==> config.mk <==
export PLATFORM = sky130hd
export DESIGN_NAME = sid_stage
export DESIGN_NICKNAME = d
export VERILOG_FILES = /design/src/rtl/sid_pkg.sv /design/src/rtl/sid_stage.sv
export SDC_FILE = /design/constraint.sdc
export NUM_CORES = 1
export LEC_CHECK = 0
export BUFFER_PORTS_ARGS = -buffer_cell sky130_fd_sc_hd__buf_2
export CORE_MARGIN = 2
export CORE_UTILIZATION = 53
export CTS_CLUSTER_SIZE = 28
export DETAILED_ROUTE_END_ITERATION = 10
export PLACE_DENSITY = 0.86
export SETUP_SLACK_MARGIN = 0.4
export SYNTH_ARGS = -nofsm -noshare
export SYNTH_HDL_FRONTEND = slang
export SYNTH_SLANG_ARGS = --single-unit
==> constraint.sdc <==
create_clock -name clk -period 7.6 [get_ports clk]
set_input_delay 0 -clock clk [delete_from_list [all_inputs] [get_ports clk]]
set_output_delay 0 -clock clk [all_outputs]
set_load 0.02 [all_outputs]
==> src/rtl/sid_pkg.sv <==
package sid_pkg;

  // Control that travels alongside the operands through the pipeline.
  typedef struct packed {
    logic valid;
    logic neg;
    logic dz;
  } sid_ctrl_t;

endpackage

==> src/rtl/sid_stage.sv <==
module sid_stage #(
  parameter int WIDTH = 32
) (
  input  logic                clk,
  input  logic                rst,
  input  logic                en,
  input  sid_pkg::sid_ctrl_t  ctrl_in,
  input  logic [WIDTH-1:0]    rem_in,
  input  logic [WIDTH-1:0]    qn_in,
  input  logic [WIDTH-1:0]    den_in,
  output sid_pkg::sid_ctrl_t  ctrl_out,
  output logic [WIDTH-1:0]    rem_out,
  output logic [WIDTH-1:0]    qn_out,
  output logic [WIDTH-1:0]    den_out
);
  import sid_pkg::*;

  logic [WIDTH:0] trial;
  logic [WIDTH:0] diff;
  logic           keep;

  // The dividend bits leave the top of qn while quotient bits enter at the bottom.
  assign trial = {rem_in, qn_in[WIDTH-1]};
  assign keep  = trial >= {1'b0, den_in};
  assign diff  = trial - {1'b0, den_in};

  always_ff @(posedge clk) begin
    if (rst) begin
      ctrl_out.valid <= 1'b0;
    end else if (en) begin
      ctrl_out.valid <= ctrl_in.valid;
    end
    if (en) begin
      ctrl_out.neg <= ctrl_in.neg;
      ctrl_out.dz  <= ctrl_in.dz;
      // Without a subtraction the trial value is below the divisor and fits.
      rem_out      <= keep ? diff[WIDTH-1:0] : trial[WIDTH-1:0];
      qn_out       <= {qn_in[WIDTH-2:0], keep};
      den_out      <= den_in;
    end
  end

endmodule

==> flow_metrics.py, run 1 <==
metrics = {
    "outcome": {
        "outcome": "finished with violations",
        "violations": "hold timing",
    },
    "clocking": {
        "cts_tree": "built",
        "cts_setup_buffers": 0,
        "clock_latency_ns": 0.37,
        "clk_pin_slew_ns": 0.12,
        "post_cts_resized": 0,
        "clockBufferDepth": 2,
        "cts_root_buf": "clkbuf_8",
        "clock_sinks": 99,
        "cts_buffers": 9,
        "cts_max_level": 3,
    },
    "worst_setup_path": {
        "crit_path_cell_trace": "dlygate4sd3_1, buf_2, inv_1, ha_1, nand2_1, or4_1, a21oi_1, nor3_1, a211oi_2, o21ai_2, o31ai_4, buf_4, mux2_2",
        "cp_top_family": "compound AO/OA/AOI/OAI gates",
        "critical_path_buf_inv_count": 4,
        "worstSetupEndpointType": "flop",
        "start_kind": "input port",
        "crit_fanout": 33,
        "arrival_ns": 4.08,
        "cp_slowest_cell": "o31ai_4",
        "cp_slowest_stage_delay_ns": 0.79,
        "criticalPathCategory": "input port to flop",
        "critPathRequiredTime_ns": 7.74,
    },
    "timing": {
        "rsz0062_at_grt": "false",
        "maxSlewViolCount": 0,
        "fin_crit_ns": 3.95,
        "fin_setup_tns_ns": 0,
        "timing.fmax_mhz": 253,
        "fin_crit_sh_pct": 51.9,
        "hold_ws_ns": -0.00484,
        "hold_violations": 1,
        "relSlewSlack_pct": 15.5,
        "finalSetupViolations": 0,
        "clock_skew_ns": 0,
        "tightest_slew_ns": 1.27,
    },
    "synth": {
        "synth_edf_count": 98,
        "avgSynthCellArea_um2": 11.6,
        "synth_area_leaders": "edfxtp_1, ha_1, a21oi_1, inv_1, nor2_1",
        "yosysTopAreaCell": "edfxtp_1",
        "synth_area_um2": 5190,
        "ys_ff_latch": 99,
        "yosysMostFrequentCell": "edfxtp_1",
        "synthArstFlopShare_pct": 0,
        "synth_commonest_cells": "edfxtp_1, a21oi_1, inv_1",
        "synth_seq_area_share_pct": 57.1,
        "synth_cells": 446,
        "syn_nets": 581,
        "ys.flop_type": "edfxtp_1",
        "synth_cell_types": 49,
        "synth_warnings": 0,
        "synth_top_area_share_pct": 56.7,
    },
    "die": {
        "die_width_um": 103,
        "fp.coreArea_um2": 9640,
        "rows": 36,
        "die_height_um": 103,
        "ios": 201,
        "initial_core_util_pct": 53.8,
        "dieArea_um2": 10600,
    },
    "placed_design": {
        "dp_hpwl_um": 9300,
        "dp_cells": 762,
        "io_buffers": 200,
        "gp_congestion": 0.877,
    },
    "run": {
        "maxCapViolations": 0,
    },
    "drt": {
        "num_vias": 4771,
        "via_per_inst": 5.47,
        "drtIter0Drc": 359,
        "wl_um": 15200,
        "drc": 0,
        "firstDrtPassIters": 6,
        "avgRoutedWirePerCell_um": 17.4,
        "antenna_left": 0,
    },
    "layout": {
        "fin_nets": 869,
        "final_cells": 872,
        "drive_gt1_share_pct": 30.7,
        "area_delta_synth_final_pct": 42.8,
        "finish.utilization_pct": 76.9,
        "antennaDiodeCount": 0,
        "nFillCells": 612,
    },
    "global_routing": {
        "grt_start_max_net_pins": 100,
        "grt_antenna_before_repair": 0,
        "grt_pass1_vias": 4741,
        "grt_first_pass_wirelength_um": 22900,
        "gr-total-overflow": 0,
        "track_usage_pct": 28.2,
    },
    "worst_hold_path": {
        "hp-class": "input port to flop",
    },
    "power_and_ir_drop": {
        "power.ir.vdd_worst_mv": 0.0935,
        "cellLeakagePower_nw": 3.30,
        "cellPowerDensity_nw_per_um2": 196,
    },
}
-- worst register-to-register path, stage by stage (launching register included) --
cell           delay, ns
dfxtp_1             0.33
mux2i_1             0.14
nor2_1              0.07
dlygate4sd3_1       0.56
-- per-layer routing --
metal  vias up  GRT usage (%)  wire, um
met4         0           15.9       715
met3        56           3.46      1020
met5         -              0         0
met2       280           50.3      7750
li1       2213              -         -
met1      2222           32.9      5700
-- sequential cells by signal, indices dropped and copies added (netlist names) --
signal / count
qn_out: 32
rem_out: 32
ctrl_out: 3
den_out: 32
-- final timing paths --
path	from	end	slack [ns]	cells past startpoint
worst max-delay path	den_in[10]	rem_out[3]	3.65	13
worst min-delay path	rem_in[27]	rem_out[28]	-0.005	3
worst max register to register	ctrl_out[2]	ctrl_out[2]	6.40	3
worst min register to register	ctrl_out[2]	ctrl_out[2]	1.13	3
-- cell type report --
cell class	count	area [um^2]	share of cell area, %
Multi-Input combinational cell	291	1990	26.9
Timing Repair Buffer	295	1950	26.3
Clock inverter	6	56.3	0.760
Clock buffer	10	138	1.86
Sequential cell	99	2960	40.0
Inverter	38	143	1.93
Tap cell	133	166	2.25
-- cell families (layout without fill, tap and decap cells) --
group / Yosys count / count (layout) / synth area share, %
AND/OR/NAND/NOR: 100 / 100 / 9.05
buffers and inverters: 56 / 349 / 4.49
multiplexers: 12 / 12 / 2.56
AO/OA/AOI/OAI: 119 / 119 / 14.1
adder cells (fa/ha/maj): 33 / 33 / 8.11
XOR/XNOR: 27 / 27 / 4.56
flip-flops: 99 / 99 / 57.1
-- per-stage QoR --
stage          worst slack (ns)  area (um^2)  total power [mW]  hold WS (ns)
2_1_floorplan              4.83         5190             0.938        0.0724
3_3_place_gp               3.99         6270              1.05         0.157
3_5_place_dp               3.82         6270              1.07         0.162
4_1_cts                    3.71         7410              1.43      0.000991
5_1_grt                    3.40         7410              1.51        0.0350
6_report                   3.65         7410              1.45      -0.00484
-- repair_timing --
item,4_1_cts,5_1_grt
hold buffers,94,0
hold endpoints to repair,93,0
endpoints found under the setup margin,0,0
-- cells in the final DEF (no fill, tap or decap), types with 2 or more instances in the layout --
cell type | Yosys | routed
buf_2 | 8 | 199
edfxtp_1 | 98 | 98
dlygate4sd3_1 | 0 | 94
a21oi_1 | 56 | 56
inv_1 | 38 | 38
nor2_1 | 36 | 36
ha_1 | 32 | 32
nand2_1 | 26 | 26
o21ai_0 | 16 | 16
xnor2_1 | 15 | 15
a21o_1 | 12 | 12
xor2_1 | 12 | 12
clkbuf_8 | 0 | 10
nand3_1 | 8 | 8
nand4_1 | 8 | 8
o21a_1 | 6 | 6
mux2_2 | 6 | 6
a31oi_1 | 5 | 5
o211ai_1 | 4 | 4
nor4_1 | 4 | 4
mux2_1 | 4 | 4
nor2b_1 | 3 | 3
o21bai_1 | 3 | 3
nand2b_1 | 3 | 3
a211oi_1 | 3 | 3
o22ai_1 | 2 | 2
or4_1 | 2 | 2
nor3_1 | 2 | 2
and2_1 | 2 | 2
and4_1 | 2 | 2
a2bb2oi_1 | 2 | 2
mux2i_1 | 2 | 2
inv_8 | 0 | 2
clkinv_4 | 0 | 2
buf_4 | 3 | 2
-- report_power, final --
group | internal [mW] | total [mW] | switching [mW]
combinational | 0.171 | 0.420 | 0.249
sequential | 0.671 | 0.688 | 0.0173
clock | 0.135 | 0.340 | 0.205
total | 0.978 | 1.45 | 0.471
Power figures use the tool's default switching activity.
==> run 2, diff against run 1 <==
--- a/config.mk
+++ b/config.mk
@@ -7,10 +7,10 @@
 export LEC_CHECK = 0
 export BUFFER_PORTS_ARGS = -buffer_cell sky130_fd_sc_hd__buf_2
 export CORE_MARGIN = 2
-export CORE_UTILIZATION = 53
+export CORE_UTILIZATION = 49
 export CTS_CLUSTER_SIZE = 28
 export DETAILED_ROUTE_END_ITERATION = 10
-export PLACE_DENSITY = 0.86
+export PLACE_DENSITY = 0.8
 export SETUP_SLACK_MARGIN = 0.4
 export SYNTH_ARGS = -nofsm -noshare
 export SYNTH_HDL_FRONTEND = slang
==> constraint.sdc (replaced) <==
create_clock -name clk -period 3.95 [get_ports clk]
set_input_delay 0 -clock clk [delete_from_list [all_inputs] [get_ports clk]]
set_output_delay 0 -clock clk [all_outputs]
set_load 0.02 [all_outputs]
==> run 2 against run 1 <==
  * Hold slack gained 0.016 ns
  * Die area grew 7.8%
  * Setup slack lost 3.0 ns
  * Highest routed layer unchanged
  * Combinational power grew 89%
  * Critical path depth is the same
  * Count of clock-buffer cells in the layout shrank 1
  * Wire length shrank 10%
  * Register-to-register slack lost 3.6 ns
  * The flow now finishes without violations
  * Via count shrank 5.5%
  * Sequential power grew 92%
  * Clock skew is the same
  * Flip-flop and latch count is the same
==> flow_metrics.py, run 2 (same netlist as run 1, synthesis figures left out) <==
metrics = {
    "global_routing": {
        "grt_antenna_before_repair": 0,
        "grt_start_max_net_pins": 74,
        "grt_pass1_vias": 4526,
        "grt_first_pass_wirelength_um": 21100,
        "gr-total-overflow": 0,
        "track_usage_pct": 23.5,
    },
    "run": {
        "maxCapViolations": 0,
    },
    "clocking": {
        "cts_root_buf": "clkbuf_8",
        "cts_max_level": 3,
        "clk_pin_slew_ns": 0.10,
        "clock_latency_ns": 0.36,
        "ctsHoldBuffers": 89,
        "cts_setup_buffers": 0,
        "cts_tree": "built",
        "clockBufferDepth": 2,
        "cts_buffers": 9,
        "clock_sinks": 99,
        "post_cts_resized": 0,
    },
    "power_and_ir_drop": {
        "total_power_mw": 2.72,
        "p_sw_uw": 867,
        "cellInternalPower_mw": 1.86,
        "cellLeakagePower_nw": 3.28,
        "pwr-share-comb_pct": 29.1,
        "power.ir.vdd_worst_mv": 0.207,
        "pwr-share-clk_pct": 22.6,
        "cellPowerDensity_nw_per_um2": 370,
        "p_sw_share_pct": 31.8,
        "p_seq_share_pct": 48.4,
    },
    "worst_setup_path": {
        "cp_slowest_cell": "dlygate4sd3_1",
        "reg2regPathDepth": 3,
        "worstSetupEndpointType": "flop",
        "criticalPathCategory": "input port to flop",
        "critPathRequiredTime_ns": 4.06,
        "cp_slowest_stage_delay_ns": 0.54,
        "crit_fanout": 28,
        "arrival_ns": 3.38,
        "crit_path_cell_trace": "dlygate4sd3_1, buf_2, inv_1, ha_1, nand4_1, or4_1, a21oi_1, nor3_1, a211oi_2, o21ai_2, o31ai_4, buf_4, mux2_2",
        "start_kind": "input port",
        "critical_path_buf_inv_count": 4,
        "r2r-end": "ctrl_out[2]",
        "cp_top_family": "buffers and inverters",
        "worstReg2RegStart": "ctrl_out[2]",
        "r2r_setup_slack_ns": 2.76,
    },
    "die": {
        "die_width_um": 107,
        "rows": 37,
        "fp.coreArea_um2": 10300,
        "dieArea_um2": 11400,
        "initial_core_util_pct": 50.2,
        "die_height_um": 107,
        "ios": 201,
    },
    "placed_design": {
        "dp_hpwl_um": 9390,
        "gp_congestion": 0.880,
        "io_buffers": 200,
        "placed_cell_area_um2": 6290,
    },
    "layout": {
        "top_regs": "den_out x32, qn_out x32, rem_out x32",
        "finish.utilization_pct": 71.4,
        "nFillCells": 733,
        "fin_nets": 866,
        "antennaDiodeCount": 0,
        "final_cell_mix": "buf_2, edfxtp_1, dlygate4sd3_1",
        "layout_commonest_cell": "buf_2",
        "stdcell_area_um2": 7370,
        "drive_gt1_share_pct": 31.1,
        "area_delta_synth_final_pct": 42.1,
    },
    "worst_hold_path": {
        "hp-class": "input port to flop",
        "min-delay-start": "rem_in[23]",
        "holdPathEnd": "rem_out[24]",
        "whs_path_depth": 3,
    },
    "timing": {
        "maxSlewViolCount": 0,
        "fin_crit_sh_pct": 82.9,
        "fin_setup_tns_ns": 0,
        "rsz0062_at_grt": "false",
        "tightest_slew_ns": 0.888,
        "finalSetupViolations": 0,
        "timing.fmax_mhz": 306,
        "clock_skew_ns": 0,
        "fin_crit_ns": 3.27,
        "hold_violations": 0,
        "relSlewSlack_pct": 40.8,
    },
    "drt": {
        "drtIter0Drc": 222,
        "antenna_left": 0,
        "firstDrtPassIters": 5,
        "avgRoutedWirePerCell_um": 15.6,
        "num_vias": 4508,
        "via_per_inst": 5.17,
        "drc": 0,
        "wl_um": 13600,
    },
    "outcome": {
        "outcome": "finished, final reports clean",
    },
}
## run 2: per-layer routing
layer  GRT usage (%)  vias to the layer above  wire (um)
li1                -                     2209          -
met1            27.7                     2080       5510
met2            43.8                      201       6980
met3            4.13                       18        954
met4            6.49                        0        191
met5               0                        -          0
## run 2: stage by stage
step,instances,setup slack (ns),hold slack (ns)
2_1_floorplan,446,1.18,0.0724
3_3_place_gp,767,0.898,0.158
3_5_place_dp,767,0.820,0.176
4_1_cts,872,0.708,0.000373
5_1_grt,872,0.463,0.0279
6_report,872,0.677,0.0112
## run 2: power by group through the flow
| stage | sequential, mW | combinational [mW] | clock (mW) |
|---|---|---|---|
| 5_1_grt | 1.33 | 0.859 | 0.666 |
| 3_5_place_dp | 1.34 | 0.714 | 0 |
| 4_1_cts | 1.32 | 0.786 | 0.625 |
| 3_3_place_gp | 1.34 | 0.702 | 0 |
| 6_report | 1.32 | 0.792 | 0.615 |
| 2_1_floorplan | 1.49 | 0.316 | 0 |
## run 2: worst max-delay path by stage
stage          startpoint          end  slack, ns  cells after the start
2_1_floorplan   den_in[7]  rem_out[13]       1.18                     12
3_3_place_gp    qn_in[31]  rem_out[30]       0.90                     13
3_5_place_dp    qn_in[31]  rem_out[30]       0.82                     13
4_1_cts         rem_in[6]   rem_out[8]       0.71                     12
5_1_grt         den_in[0]  rem_out[30]       0.46                     13
6_report        den_in[8]   rem_out[8]       0.68                     13
## run 2: worst min-delay path, stage by stage
cell and delay, ns:
buf_2 0.09, inv_1 0.03, o21ai_0 0.14
## run 2: area by class of cell
cell class	count	area [um^2]	share of cell area (%)
clock buffer	9	124	1.68
clock inverter	7	65.1	0.883
sequential	99	2960	40.2
tap	136	170	2.31
multi-input combinational	291	1990	27.0
inverter	38	143	1.93
timing repair buffer	292	1920	26.0
==> run 3, diff against run 2 <==
==> constraint.sdc (replaced) <==
create_clock -name clk -period 3.2 [get_ports clk]
set_input_delay 0 -clock clk [delete_from_list [all_inputs] [get_ports clk]]
set_output_delay 0 -clock clk [all_outputs]
set_load 0.02 [all_outputs]
==> run 3 against run 2 <==
  * Combinational power is 29% higher
  * Clock power is 27% higher
  * First-iteration DRC count rose by 37%
  * Sequential share of layout area fell by 1.1 points
  * Total power is 26% higher
  * Flip-flop and latch count is the same
  * Sequential power increased by 23%
  * Via count grew 4.2%
  * Critical path depth stayed put
  * Clock skew did not move
  * Count of clock-buffer cells in the layout is 1 higher
  * Largest cell class unchanged
  * Highest routed layer unchanged
==> flow_metrics.py, run 3 (same netlist as run 1, synthesis figures left out) <==
metrics = {
    "outcome": {
        "outcome": "finished, final reports clean",
    },
    "timing": {
        "hold_ws_ns": 0.00732,
        "layout_setup_ws_ns": 0.542,
        "fin_crit_ns": 2.66,
        "fin_crit_sh_pct": 83.1,
        "finalSetupViolations": 0,
        "relSlewSlack_pct": 30.2,
        "tightest_slew_ns": 1.05,
        "hold_violations": 0,
        "fin_setup_tns_ns": 0,
        "timing.fmax_mhz": 376,
        "maxSlewViolCount": 0,
        "clock_skew_ns": 0,
        "rsz0062_at_grt": "true",
    },
    "clocking": {
        "cts_max_level": 3,
        "clk_pin_slew_ns": 0.11,
        "clock_latency_ns": 0.37,
        "cts_buffers": 9,
        "cts_tree": "built",
        "clockBufferDepth": 2,
        "cts_root_buf": "clkbuf_8",
        "clock_sinks": 99,
    },
    "layout": {
        "finish.utilization_pct": 73.5,
        "fin_nets": 883,
        "final_cell_mix": "buf_2, edfxtp_1, dlygate4sd3_1",
        "stdcell_area_um2": 7590,
        "layout_commonest_cell": "buf_2",
        "antennaDiodeCount": 0,
        "final_cells": 889,
        "area_delta_synth_final_pct": 46.3,
        "drive_gt1_share_pct": 32.9,
        "top_regs": "den_out x32, qn_out x32, rem_out x32",
    },
    "worst_setup_path": {
        "r2r_setup_slack_ns": 1.96,
        "worstSetupEndpointType": "flop",
        "start_kind": "input port",
        "worstReg2RegStart": "ctrl_out[2]",
        "startpoint": "den_in[22]",
        "reg2regPathDepth": 3,
        "crit_fanout": 10,
        "arrival_ns": 2.78,
        "crit_end": "rem_out[23]",
        "critPathRequiredTime_ns": 3.32,
        "r2r-end": "ctrl_out[2]",
        "criticalPathCategory": "input port to flop",
    },
    "drt": {
        "via_per_inst": 5.28,
        "firstDrtPassIters": 5,
        "drtIter0Drc": 304,
        "wl_um": 14400,
        "avgRoutedWirePerCell_um": 16.2,
        "num_vias": 4698,
        "drc": 0,
        "antenna_left": 0,
    },
    "die": {
        "fp.coreArea_um2": 10300,
        "die_height_um": 107,
        "initial_core_util_pct": 50.2,
        "ios": 201,
        "dieArea_um2": 11400,
        "rows": 37,
        "die_width_um": 107,
    },
    "power_and_ir_drop": {
        "total_power_mw": 3.43,
        "cellPowerDensity_nw_per_um2": 453,
        "cellLeakagePower_nw": 3.38,
        "power.ir.vdd_worst_mv": 0.220,
    },
    "placed_design": {
        "dp_hpwl_um": 9700,
        "gp_congestion": 0.881,
        "placed_cell_area_um2": 6380,
        "io_buffers": 200,
        "dp_slack_ns": 0.0998,
        "dp_cells": 777,
    },
    "global_routing": {
        "gr-total-overflow": 0,
        "grt_first_pass_wirelength_um": 22000,
        "track_usage_pct": 24.7,
        "grt_antenna_before_repair": 0,
        "grt_start_max_net_pins": 84,
        "grt_pass1_vias": 4648,
    },
    "worst_hold_path": {
        "hp-class": "input port to flop",
    },
    "run": {
        "maxCapViolations": 0,
    },
}
## run 3: cell count changes in the layout (fill, tap and decap cells not counted), moves of 2 or more
cell / delta
dlygate4sd3_1: +5
ha_1: -3
buf_4: +8
buf_6: +2
inv_6: +2
clkinvlp_4: -2
ha_2: +3
## run 3: how the worst min path moves through the flow
stage                from           to  slack [ns]  depth (start not counted)
4_1_cts         rem_in[0]   rem_out[1]       0.001                          3
3_5_place_dp          rst  ctrl_out[2]        0.16                          2
5_1_grt        rem_in[27]  rem_out[28]        0.02                          3
3_3_place_gp          rst  ctrl_out[2]        0.16                          2
2_1_floorplan         rst  ctrl_out[2]        0.07                          1
6_report        rem_in[0]   rem_out[1]       0.007                          3
## run 3: area by class of cell
class                      instances  area, um^2
sequential                        99        2960
fill                             682        2740
timing repair buffer             309        2090
multi-input combinational        291        2020
tap                              136         170
inverter                          38         143
clock buffer                      10         138
clock inverter                     6        55.1
## run 3: power by group
group          total, mW  internal [mW]  switching [mW]
Combinational       1.02          0.434           0.589
Sequential          1.63           1.59          0.0350
Clock              0.784          0.319           0.465
## run 3: worst max-delay path, cell delays in order
cell           delay, ns
dlygate4sd3_1       0.55
buf_2               0.12
inv_1               0.04
ha_2                0.38
nand3_2             0.12
nor2_1              0.17
nand4_1             0.16
nor4_2              0.34
nor4_1              0.11
o21a_1              0.15
o31ai_4             0.09
buf_6               0.20
mux2_1              0.34
## run 3: metal layers
metal | track usage (%) | wire length, um | vias up | part of all wire (%)
li1 | - | - | 2245 | -
met1 | 29.3 | 5820 | 2194 | 40
met2 | 44.1 | 7170 | 231 | 50
met3 | 5.11 | 1020 | 28 | 7.1
met4 | 9.46 | 390 | 0 | 2.7
met5 | 0 | 0 | - | 0
## run 3: timing repair
action	in CTS	in global routing
hold endpoints to repair	93	0
gates resized for setup	0	9
hold buffers	94	0
buffers inserted	0	1
endpoints found under the setup margin	0	19
